===== config.mk =====
export PLATFORM = sky130hd
export DESIGN_NAME = multi_source_button_hold_tracker_core
export DESIGN_NICKNAME = d
export VERILOG_FILES = /design/src/rtl/mbht_pkg.sv /design/src/rtl/multi_source_button_hold_tracker_core.sv /design/src/rtl/mbht_div.sv
export SDC_FILE = /design/constraint.sdc
export NUM_CORES = 2
export LEC_CHECK = 0
export BUFFER_PORTS_ARGS = -buffer_cell sky130_fd_sc_hd__buf_2
export CAP_MARGIN = 20
export CELL_PAD_IN_SITES_DETAIL_PLACEMENT = 1
export CELL_PAD_IN_SITES_GLOBAL_PLACEMENT = 2
export CORE_MARGIN = 10
export CORE_UTILIZATION = 30
export CTS_CLUSTER_DIAMETER = 150
export DETAILED_ROUTE_END_ITERATION = 6
export GPL_TIMING_DRIVEN = 0
export PLACE_DENSITY = 0.53
export SLEW_MARGIN = 20
export SYNTH_ARGS = -nofsm -noshare
export SYNTH_HDL_FRONTEND = slang
export SYNTH_SLANG_ARGS = --single-unit

===== constraint.sdc =====
create_clock -name clk -period 9.7 [get_ports clk]
set_input_delay 0.97 -clock clk [delete_from_list [all_inputs] [get_ports clk]]
set_output_delay 0.97 -clock clk [all_outputs]
set_load 0.03 [all_outputs]

===== src/rtl/mbht_pkg.sv =====
// shared constants for the button hold tracker
package mbht_pkg;

  localparam int NUM_BUTTONS = 32;
  localparam int IDX_W = (NUM_BUTTONS > 1) ? $clog2(NUM_BUTTONS) : 1;

  localparam int ACT_W  = 2;
  localparam int BIDX_W = 5;
  localparam int KEY_W  = 11;
  localparam int TIME_W = 32;
  localparam int LEN_W  = 16;
  localparam int FRAC_W = 16;
  localparam int STAT_W = 3;
  localparam int Q_W    = 15;

  localparam logic [ACT_W-1:0] ACT_DOWN  = 2'd0;
  localparam logic [ACT_W-1:0] ACT_UP    = 2'd1;
  localparam logic [ACT_W-1:0] ACT_QUERY = 2'd2;

  localparam logic [STAT_W-1:0] ST_OK        = 3'd0;
  localparam logic [STAT_W-1:0] ST_REPEAT    = 3'd1;
  localparam logic [STAT_W-1:0] ST_DROP      = 3'd2;
  localparam logic [STAT_W-1:0] ST_UNMATCHED = 3'd3;
  localparam logic [STAT_W-1:0] ST_OTHER     = 3'd4;

  localparam logic [KEY_W-1:0]  KEY_CONSOLE = '1;
  localparam logic [FRAC_W-1:0] ONE_Q15     = 16'h8000;

endpackage


===== src/rtl/multi_source_button_hold_tracker_core.sv =====
// Button hold tracker: a table of buttons, each held by up to two keys, with
// hold-time accounting and a per-frame held fraction in Q1.15. Items are
// worked one at a time; in_ready is high only while the sequencer is idle,
// but a finished result waiting in the output register does not block the
// next transfer in. A key event passes through the execute and done steps,
// and a release of the last key also through an add step that adds hold time
// through the shared 32-bit adder. A frame query may add, then compares and
// runs the restoring divider, which produces one quotient bit per cycle;
// queries whose fraction is 0 or 1.0 skip the divider.
module multi_source_button_hold_tracker_core (
  input  logic                                clk,
  input  logic                                rst,
  input  logic                                in_valid,
  output logic                                in_ready,
  input  logic [mbht_pkg::ACT_W-1:0]          action,
  input  logic [mbht_pkg::BIDX_W-1:0]         button_index,
  input  logic signed [mbht_pkg::KEY_W-1:0]   key_id,
  input  logic [mbht_pkg::TIME_W-1:0]         timestamp,
  input  logic [mbht_pkg::TIME_W-1:0]         frame_time,
  input  logic [mbht_pkg::LEN_W-1:0]          frame_length,
  output logic                                out_valid,
  input  logic                                out_ready,
  output logic [mbht_pkg::FRAC_W-1:0]         held_fraction,
  output logic                                pressed,
  output logic                                active,
  output logic [mbht_pkg::STAT_W-1:0]         status
);
  import mbht_pkg::*;

  localparam logic [2:0] S_IDLE = 3'd0;
  localparam logic [2:0] S_EXEC = 3'd1;
  localparam logic [2:0] S_ADD  = 3'd2;
  localparam logic [2:0] S_CMP  = 3'd3;
  localparam logic [2:0] S_DIV  = 3'd4;
  localparam logic [2:0] S_DONE = 3'd5;

  logic [2:0] state;

  // button table
  logic [KEY_W-1:0]  first_holder  [NUM_BUTTONS];
  logic [KEY_W-1:0]  second_holder [NUM_BUTTONS];
  logic [TIME_W-1:0] press_time    [NUM_BUTTONS];
  logic [TIME_W-1:0] held_ms       [NUM_BUTTONS];
  logic [NUM_BUTTONS-1:0] is_active;
  logic [NUM_BUTTONS-1:0] was_pressed;
  logic [LEN_W-1:0]  last_frame_length;

  // latched item
  logic [ACT_W-1:0]  act_r;
  logic [BIDX_W-1:0] bidx_r;
  logic [KEY_W-1:0]  key_r;
  logic [TIME_W-1:0] ts_r;
  logic [TIME_W-1:0] ft_r;
  logic [LEN_W-1:0]  len_r;

  // working registers
  logic [TIME_W-1:0] m;
  logic [TIME_W-1:0] diff;
  logic [FRAC_W-1:0] res_frac;
  logic              res_pr;
  logic              res_act;
  logic [STAT_W-1:0] res_st;

  logic [IDX_W-1:0]  idx;
  logic              in_range;
  logic [KEY_W-1:0]  fh;
  logic [KEY_W-1:0]  sh;
  logic [TIME_W-1:0] pt;
  logic [TIME_W-1:0] hm;
  logic              ia;
  logic              wp;
  logic [KEY_W-1:0]  other;
  logic [TIME_W-1:0] sum;
  logic              m_pos;
  logic              m_full;
  logic              div_start;
  logic              div_done;
  logic [Q_W-1:0]    div_q;

  assign idx      = IDX_W'(bidx_r);
  assign in_range = 32'(bidx_r) < NUM_BUTTONS;
  assign fh       = first_holder[idx];
  assign sh       = second_holder[idx];
  assign pt       = press_time[idx];
  assign hm       = held_ms[idx];
  assign ia       = is_active[idx];
  assign wp       = was_pressed[idx];
  assign other    = (key_r == fh) ? sh : fh;
  assign sum      = m + diff;

  // m read as signed: positive means nonzero with a clear sign bit
  assign m_pos     = !m[TIME_W-1] && (m != '0);
  assign m_full    = m >= TIME_W'(len_r);
  assign div_start = (state == S_CMP) && m_pos && !m_full;

  assign in_ready = (state == S_IDLE);

  mbht_div u_div (
    .clk      (clk),
    .rst      (rst),
    .start    (div_start),
    .dividend (m[LEN_W-1:0]),
    .divisor  (len_r),
    .done     (div_done),
    .quotient (div_q)
  );

  always_ff @(posedge clk) begin
    if (rst) begin
      state             <= S_IDLE;
      out_valid         <= 1'b0;
      is_active         <= '0;
      was_pressed       <= '0;
      last_frame_length <= '0;
      for (int i = 0; i < NUM_BUTTONS; i++) begin
        first_holder[i]  <= '0;
        second_holder[i] <= '0;
        press_time[i]    <= '0;
        held_ms[i]       <= '0;
      end
    end else begin
      if (out_valid && out_ready) begin
        out_valid <= 1'b0;
      end
      case (state)
        S_IDLE: begin
          if (in_valid) begin
            act_r  <= action;
            bidx_r <= button_index;
            key_r  <= key_id;
            ts_r   <= timestamp;
            ft_r   <= frame_time;
            len_r  <= frame_length;
            state  <= S_EXEC;
          end
        end
        S_EXEC: begin
          res_frac <= '0;
          res_st   <= ST_OK;
          res_pr   <= ia | wp;
          res_act  <= ia;
          state    <= S_DONE;
          if (!in_range) begin
            res_pr  <= 1'b0;
            res_act <= 1'b0;
          end else begin
            case (act_r)
              ACT_DOWN: begin
                if (key_r == fh || key_r == sh) begin
                  res_st <= ST_REPEAT;
                end else if (fh == '0 || sh == '0) begin
                  if (fh == '0) begin
                    first_holder[idx] <= key_r;
                  end else begin
                    second_holder[idx] <= key_r;
                  end
                  if (!ia) begin
                    press_time[idx]  <= ts_r;
                    is_active[idx]   <= 1'b1;
                    was_pressed[idx] <= 1'b1;
                  end
                  res_pr  <= 1'b1;
                  res_act <= 1'b1;
                end else begin
                  res_st <= ST_DROP;
                end
              end
              ACT_UP: begin
                if (key_r == KEY_CONSOLE) begin
                  first_holder[idx]  <= '0;
                  second_holder[idx] <= '0;
                  is_active[idx]     <= 1'b0;
                  res_pr             <= wp;
                  res_act            <= 1'b0;
                end else if (key_r == fh || key_r == sh) begin
                  if (key_r == fh) begin
                    first_holder[idx] <= '0;
                  end else begin
                    second_holder[idx] <= '0;
                  end
                  if (other != '0) begin
                    res_st <= ST_OTHER;
                  end else begin
                    // last key up: accumulate hold time
                    is_active[idx] <= 1'b0;
                    res_pr         <= wp;
                    res_act        <= 1'b0;
                    m              <= hm;
                    if (ts_r != '0) begin
                      diff <= ts_r - pt;
                    end else begin
                      diff <= TIME_W'(last_frame_length >> 1);
                    end
                    state <= S_ADD;
                  end
                end else begin
                  res_st <= ST_UNMATCHED;
                end
              end
              ACT_QUERY: begin
                last_frame_length <= len_r;
                was_pressed[idx]  <= 1'b0;
                held_ms[idx]      <= '0;
                m                 <= hm;
                state             <= S_CMP;
                if (ia) begin
                  press_time[idx] <= ft_r;
                  if (pt == '0) begin
                    m <= ft_r;
                  end else begin
                    diff  <= ft_r - pt;
                    state <= S_ADD;
                  end
                end
              end
              default: begin
                res_pr  <= 1'b0;
                res_act <= 1'b0;
              end
            endcase
          end
        end
        S_ADD: begin
          if (act_r == ACT_UP) begin
            held_ms[idx] <= sum;
            state        <= S_DONE;
          end else begin
            m     <= sum;
            state <= S_CMP;
          end
        end
        S_CMP: begin
          if (!m_pos) begin
            res_frac <= '0;
            state    <= S_DONE;
          end else if (m_full) begin
            res_frac <= ONE_Q15;
            state    <= S_DONE;
          end else begin
            state <= S_DIV;
          end
        end
        S_DIV: begin
          if (div_done) begin
            res_frac <= FRAC_W'(div_q);
            state    <= S_DONE;
          end
        end
        S_DONE: begin
          if (!out_valid || out_ready) begin
            held_fraction <= res_frac;
            pressed       <= res_pr;
            active        <= res_act;
            status        <= res_st;
            out_valid     <= 1'b1;
            state         <= S_IDLE;
          end
        end
        default: begin
          state <= S_IDLE;
        end
      endcase
    end
  end

  a_frac_range: assert property (@(posedge clk) disable iff (rst)
    out_valid |-> held_fraction <= ONE_Q15)
    else $error("held fraction above one");

  a_event_no_frac: assert property (@(posedge clk) disable iff (rst)
    out_valid && status != ST_OK |-> held_fraction == '0)
    else $error("key event result carries a fraction");

  a_busy_after_accept: assert property (@(posedge clk) disable iff (rst)
    in_valid && in_ready |=> !in_ready)
    else $error("second transfer taken while an item is in work");

  a_div_done_state: assert property (@(posedge clk) disable iff (rst)
    div_done |-> state == S_DIV)
    else $error("divider finished outside the divide step");

endmodule


===== src/rtl/mbht_div.sv =====
// restoring divider, one quotient bit per cycle, for dividend < divisor
module mbht_div (
  input  logic                        clk,
  input  logic                        rst,
  input  logic                        start,
  input  logic [mbht_pkg::LEN_W-1:0]  dividend,
  input  logic [mbht_pkg::LEN_W-1:0]  divisor,
  output logic                        done,
  output logic [mbht_pkg::Q_W-1:0]    quotient
);
  import mbht_pkg::*;

  localparam int CNT_W = $clog2(Q_W + 1);

  logic [LEN_W-1:0] rem;
  logic [LEN_W-1:0] den;
  logic [CNT_W-1:0] cnt;
  logic             busy;
  logic [LEN_W:0]   shifted;
  logic             fits;

  assign shifted = {rem, 1'b0};
  assign fits    = shifted >= {1'b0, den};

  always_ff @(posedge clk) begin
    if (rst) begin
      busy <= 1'b0;
      done <= 1'b0;
    end else begin
      done <= 1'b0;
      if (start) begin
        rem      <= dividend;
        den      <= divisor;
        quotient <= '0;
        cnt      <= CNT_W'(Q_W);
        busy     <= 1'b1;
      end else if (busy) begin
        // remainder stays below the divisor, so it fits back in LEN_W bits
        if (fits) begin
          rem <= LEN_W'(shifted - {1'b0, den});
        end else begin
          rem <= shifted[LEN_W-1:0];
        end
        quotient <= {quotient[Q_W-2:0], fits};
        cnt      <= cnt - 1'b1;
        if (cnt == CNT_W'(1)) begin
          busy <= 1'b0;
          done <= 1'b1;
        end
      end
    end
  end

endmodule

# Word-level counts from Yosys, hierarchy flattened
# Memories as Yosys holds them, arrays and structs flattened. A register that Yosys moved wholly into a read port is not among the register bits.
# Cells that the tools add are included.
[op_classes] n_eq_ne=30 mux=157 addsub=5 reduce_logical=42 n_bitwise=14 n_lt_le_gt_ge=4
[op_table] operator="32-bit two-way mux" n=25
[op_table] operator="32-bit one-hot mux with 2 select lines" n=5
[op_table] operator="16-bit two-way mux" n=6
[op_table] operator="1-bit two-way mux" n=83
[op_table] operator="11-bit two-way mux" n=7
[op_table] operator="32-bit AND" n=2
[op_table] operator="32-bit bitwise OR" n=2
[op_table] operator="32-bit nonzero test" n=2
[op_table] operator="32-bit OR reduction" n=2
[op_table] operator="32-bit subtractor" n=2
[op_table] operator="16-bit one-hot mux with 3 select lines" n=1
[op_table] operator="5-bit two-way mux" n=8
[op_table] operator="32-bit adder" n=1
[op_table] operator="32-bit by 16-bit >= comparator with 1-bit output" n=1
[op_table] operator="32-bit zero test" n=1
[op_table] operator="32-bit NOT" n=1
[op_table] operator="3-bit two-way mux" n=10
[op_table] operator="11-bit equality test" n=2
[op_table] operator="11-bit zero test" n=2
[op_table] operator="2-bit != test (second input constant)" n=11
[op_table] operator="11-bit OR reduction" n=2
[op_table] operator="3-bit != test (second input constant)" n=7
[op_table] operator="3-bit one-hot mux with 6 select lines" n=1
[op_table] operator="17-bit by 16-bit >= comparator with 1-bit output" n=1
[op_table] operator="36 further kinds" n=67
[word_totals] input_bits=102 memories=4 register_bits=341 output_inout_bits=23 elab_cells=283 mem_bits_rw=2752
[memory_table] memory="held_ms" depth=32 word_bits=32 rd=1 rd_clocked_by_memory_dff=1 write_ports=32 line="multi_source_button_hold_tracker_core.sv:43" rtl="logic [TIME_W-1:0] held_ms [NUM_BUTTONS];"
[memory_table] memory="press_time" depth=32 word_bits=32 rd=1 rd_clocked_by_memory_dff=1 write_ports=32 line="multi_source_button_hold_tracker_core.sv:42" rtl="logic [TIME_W-1:0] press_time [NUM_BUTTONS];"
[memory_table] memory="first_holder" depth=32 word_bits=11 rd=1 rd_clocked_by_memory_dff=1 write_ports=32 line="multi_source_button_hold_tracker_core.sv:40" rtl="logic [KEY_W-1:0] first_holder [NUM_BUTTONS];"
[memory_table] memory="second_holder" depth=32 word_bits=11 rd=1 rd_clocked_by_memory_dff=1 write_ports=32 line="multi_source_button_hold_tracker_core.sv:41" rtl="logic [KEY_W-1:0] second_holder [NUM_BUTTONS];"

# Longest topological paths before layout
[logic_depth] depth_word=12 depth_mapped=25 depth_no_buf=18

# Cells and area by module
# From an unflattened synthesis, not the netlist that was laid out.
[hier_totals] cells_unflattened=10036 hier_area_um2=140358.4
[by_module_without_submodules] module="multi_source_button_hold_tracker_core" instances=1 area_per_inst_um2=137089.0 cells_per_inst=9730 seq_area_each_um2=90526.8
[by_module_without_submodules] module="mbht_div" instances=1 area_per_inst_um2=3269.4 cells_per_inst=306 seq_area_each_um2=1571.5

# Worst setup path before layout
# OpenSTA, ideal clock, no wires.
[synth_timing] kind="register to register" from="register (tool-made name)" to="register diff[0], enable pin" required_time_ps=9105 synth_period_minus_slack_ps=8765 t_arrival_ps=8171 slack_ps=935 n_path_buf=8 stages_incl_launch_ff=18 setup_time_ps=595 cell_sequence="dfxtp_1 -> buf_2 -> buf_6 -> buf_6 -> buf_4 -> buf_4 -> buf_4 -> buf_4 -> buf_4 -> mux2i_1 -> o22ai_1 -> nor2_1 -> a2111oi_0 -> a21oi_1 -> nand4b_1 -> nor3b_1 -> a221o_1 -> a2111oi_0"
[synth_rtl] item="to (signal assigned)" line="multi_source_button_hold_tracker_core.sv:190" rtl="diff <= ts_r - pt;"
[synth_rtl] item="to (signal assigned)" line="multi_source_button_hold_tracker_core.sv:192" rtl="diff <= TIME_W'(last_frame_length >> 1);"
[synth_rtl] item="to (signal assigned)" line="multi_source_button_hold_tracker_core.sv:211" rtl="diff <= ft_r - pt;"
[synth_rtl] item="to (decl)" line="multi_source_button_hold_tracker_core.sv:58" rtl="logic [TIME_W-1:0] diff;"

==> metrics.csv <==
stage,metric,value,unit
critical_path,r2r endpoint,press_time[18][16]$_SDFFCE_PN0P_,
floorplanning,Core Box Area,467000,um2
synthesis,"Top FF cell, synth",edfxtp_1,
global_routing,vias in the first global route,102000,
synthesis,Avg Synthesized Cell Area,14.0,um2
clock_tree,CTS Hold Bufs,0,
timing,Slew @ Worst Pin,1.36,ns
timing,fmax,0.100,GHz
timing,Min Hold Slack,0.112,ns
route,total iterations of the first detailed-routing run,6,
status,status,finished with violations,
critical_path,Worst Path Arrival,10.74,ns
clock_tree,clk root buf,clkbuf_16,
clock_tree,Clock Path Buffers,4,
route,total wire length,752000,um
synthesis,#FFs+latches synth,3097,
floorplanning,Core Rows,251,
global_routing,GRT Max-Usage Layer,met2,
placed_design,DP HPWL,565000,um
synthesis,synth top area cells,"edfxtp_1 (64%), mux4_2 (12%), nor2_1 (5.0%)",
global_routing,met1 Use GR,37.6,%
timing,Final Skew,0.0776,ns
timing,final hold violations,0,
synthesis,mapped cell area,141000,um2
global_routing,met2 global-route usage,46.7,%
critical_path,Worst path slowest cell,dfxtp_1,
timing,crit share post-route,103,%
critical_path,Crit path required time,10.45,ns
clock_tree,H-tree depth,5,
route,Via density,5.87,
global_routing,Tot GR Track Use,29.3,%
synthesis,"Seq/Total Area, Yosys",65.4,%
clock_tree,clk_lat worst skew,1.05,ns
cells_and_area,layout cells sized above 1,20.2,%
global_routing,initial antenna violation count,68,
cells_and_area,fill count,48300,
global_routing,largest net degree at the start of global routing,67,
route,WL/cell,43.3,um
critical_path,cell count of the worst reg-to-reg path,19,
critical_path,Buf/Inv on CP,8,
min_path,worst min-delay path endpoint,ft_r[1]$_DFFE_PP_,
floorplanning,Die H,705,um
critical_path,critical path's largest stage delay,0.98,ns
synthesis,synth unique cells,81,
timing,min Tclk post-route,10.0,ns
status,failing checks,negative setup slack,
timing,Setup Viol. Count Final,212,
route,1st-iter DRT viols,14300,
run,number of max-cap violations,0,
synthesis,"EDFF count, synth",3007,
critical_path,crit-path max FO,14,
min_path,Hold Crit Depth,1,
floorplanning,Boundary Pins,125,
cells_and_area,fin nets,11000,
route,Post-route DRC,0,
min_path,Worst Hold Launch,frame_time[1],
cells_and_area,area delta synth->final,19.4,%
timing,worst rel slew slack,9.57,%
route,DRT antenna net count,0,
clock_tree,CTS buffer count,375,
clock_tree,TritonCTS Sinks,3097,
placed_design,PortBufs,123,
global_routing,GR Overflow Total,0,
min_path,min-delay worst type,in -> reg,
critical_path,critical path class,reg -> reg,
critical_path,largest delay contributor family on the critical path,buffers and inverters,
pwr,Final Power,35.0,mW
synthesis,"top cells by count, synth","edfxtp_1 (3007), nor2_1 (1879), nor3_1 (1063)",
pwr,LEAKAGE,55.9,nW
floorplanning,die width,705,um
critical_path,reg2reg setup slack,-0.30,ns
pwr,PwrDens,208,nW/um2
synthesis,"Net Count, Synth",10300,
timing,setup ws final,-0.296,ns
clock_tree,CTS tree,built,
synthesis,most numerous cell in the Yosys netlist,edfxtp_1,
global_routing,met3 Usage GRT,6.15,%
timing,Slew Limit Fails,0,
route,vias,102000,
timing,unrepaired setup endpoints after global routing,no,
synthesis,Mapped Cells,10100,
synthesis,post-synth top area cell,edfxtp_1,
synthesis,YS warnings,0,
critical_path,Most common cell on crit path,buf_2,
critical_path,"Cell Chain, Critical Path",buf_4 -> buf_2 -> buf_2 -> buf_2 -> mux2i_1 -> a22oi_1 -> nand3_1 -> nand3_1 -> xor2_1 -> nor2_1 -> nand4_1 -> nand3b_1 -> nor3_1 -> nor2_1 -> buf_2 -> buf_2 -> buf_2 -> o21ai_4 -> buf_16,
floorplanning,Die ar.,497000,um2
critical_path,Critical Path Start Type,flip-flop,
synthesis,post-synth top area share,64.2,%
placed_design,routability cong.,0.905,
pwr,peak supply drop,0.000136,V
floorplanning,Initial Utilization,30.1,%
clock_tree,Worst-path clk slew,0.06,ns
global_routing,first-pass GRT wire length,981000,um
placed_design,Post-Place Worst Slack,-1.23,ns
critical_path,Critical Path End Type,flip-flop,
synthesis,asr flop ratio synth,0,%
power by group:
part           switching (mW)  internal [mW]
clock network            6.13           8.16
registers               0.230           15.1
logic                    3.66           1.71
repair_timing:
action	4_1_cts	5_1_grt
buffers inserted	0	0
resized for setup	8	2
setup endpoints to repair	187	5
worst max path at each step:
stage | endpoint | slack (ns) | cells after the start
after floorplan | diff[0]$_DFFE_PP_ | 0.93 | 17
after global placement | diff[6]$_DFFE_PP_ | -7.61 | 15
after detailed placement | diff[24]$_DFFE_PP_ | -1.23 | 24
after CTS | diff[30]$_DFFE_PP_ | 0.006 | 22
after global routing | press_time[18][19]$_SDFFCE_PN0P_ | 0.03 | 19
final | press_time[18][16]$_SDFFCE_PN0P_ | -0.30 | 19
layer usage:
metal  wire, um  part of all wire (%)  vias to the layer above
met1     296000                    39                    55300
met3      64800                   8.6                     1334
li1           -                     -                    39700
met4      46600                   6.2                       12
met2     345000                    46                     5556
met5         82                 0.011                        -
flip-flops by register name (all words and copies together), names as in the netlist, 4 cells and up, named ones only:
name,count
bidx_r,5
diff,32
first_holder,352
ft_r,32
held_fraction,16
held_ms,1024
key_r,11
last_frame_length,15
len_r,16
m,32
press_time,1024
res_frac,16
second_holder,352
ts_r,32
u_div.cnt,4
u_div.den,16
u_div.quotient,15
u_div.rem,16
cells by family (layout without fill, tap and decap cells):
family / count (synthesis) / after routing / share of synthesized area [%]
AND/OR/NAND/NOR: 3687 / 3687 / 11.4
AO/OA/AOI/OAI: 935 / 935 / 4.29
XOR/XNOR: 108 / 108 / 0.672
flip-flops: 3097 / 3097 / 65.4
adder cells (fa/ha/maj): 135 / 135 / 1.22
other: 0 / 49 / 0
multiplexers: 1009 / 1009 / 13.6
buffers and inverters: 1088 / 2139 / 3.34
cells in the final DEF (no fill, tap or decap), types with 61 or more instances in the layout:
master / count
nor2_1: 1873
xnor2_1: 61
mux4_2: 721
a21oi_1: 241
mux2i_1: 245
o21ai_0: 130
nand3_1: 67
nand2_1: 344
clkinv_2: 66
buf_2: 393
clkinv_1: 106
clkbuf_1: 570
clkbuf_16: 380
buf_12: 62
dfxtp_1: 90
nor3_1: 1060
clkbuf_2: 129
a21o_1: 108
a22oi_1: 79
inv_1: 84
edfxtp_1: 3007
buf_16: 140
ha_1: 131
final cells by class:
class	count	area [um2]	area share, %
Sequential cell	3097	92100	54.8
Multi-Input combinational cell	5874	45000	26.8
Buffer	994	4550	2.71
Clock buffer	449	9770	5.81
Tap cell	6198	7750	4.61
Antenna cell	49	123	0.0730
Inverter	89	342	0.203
Timing Repair Buffer	364	6100	3.63
Clock inverter	243	2300	1.37
metrics by stage:
step                       TNS, ns  area (um2)  cells  util (%)
after floorplan                  0      141000  10100         -
after global routing             0      168000  17300      35.9
after CTS                        0      168000  17300      35.9
final                       -33.93      168000  17400      36.0
after global placement    -7262.64      149000  16400      31.9
after detailed placement    -23.75      156000  16600      33.4
Power figures use the tool's default switching activity.
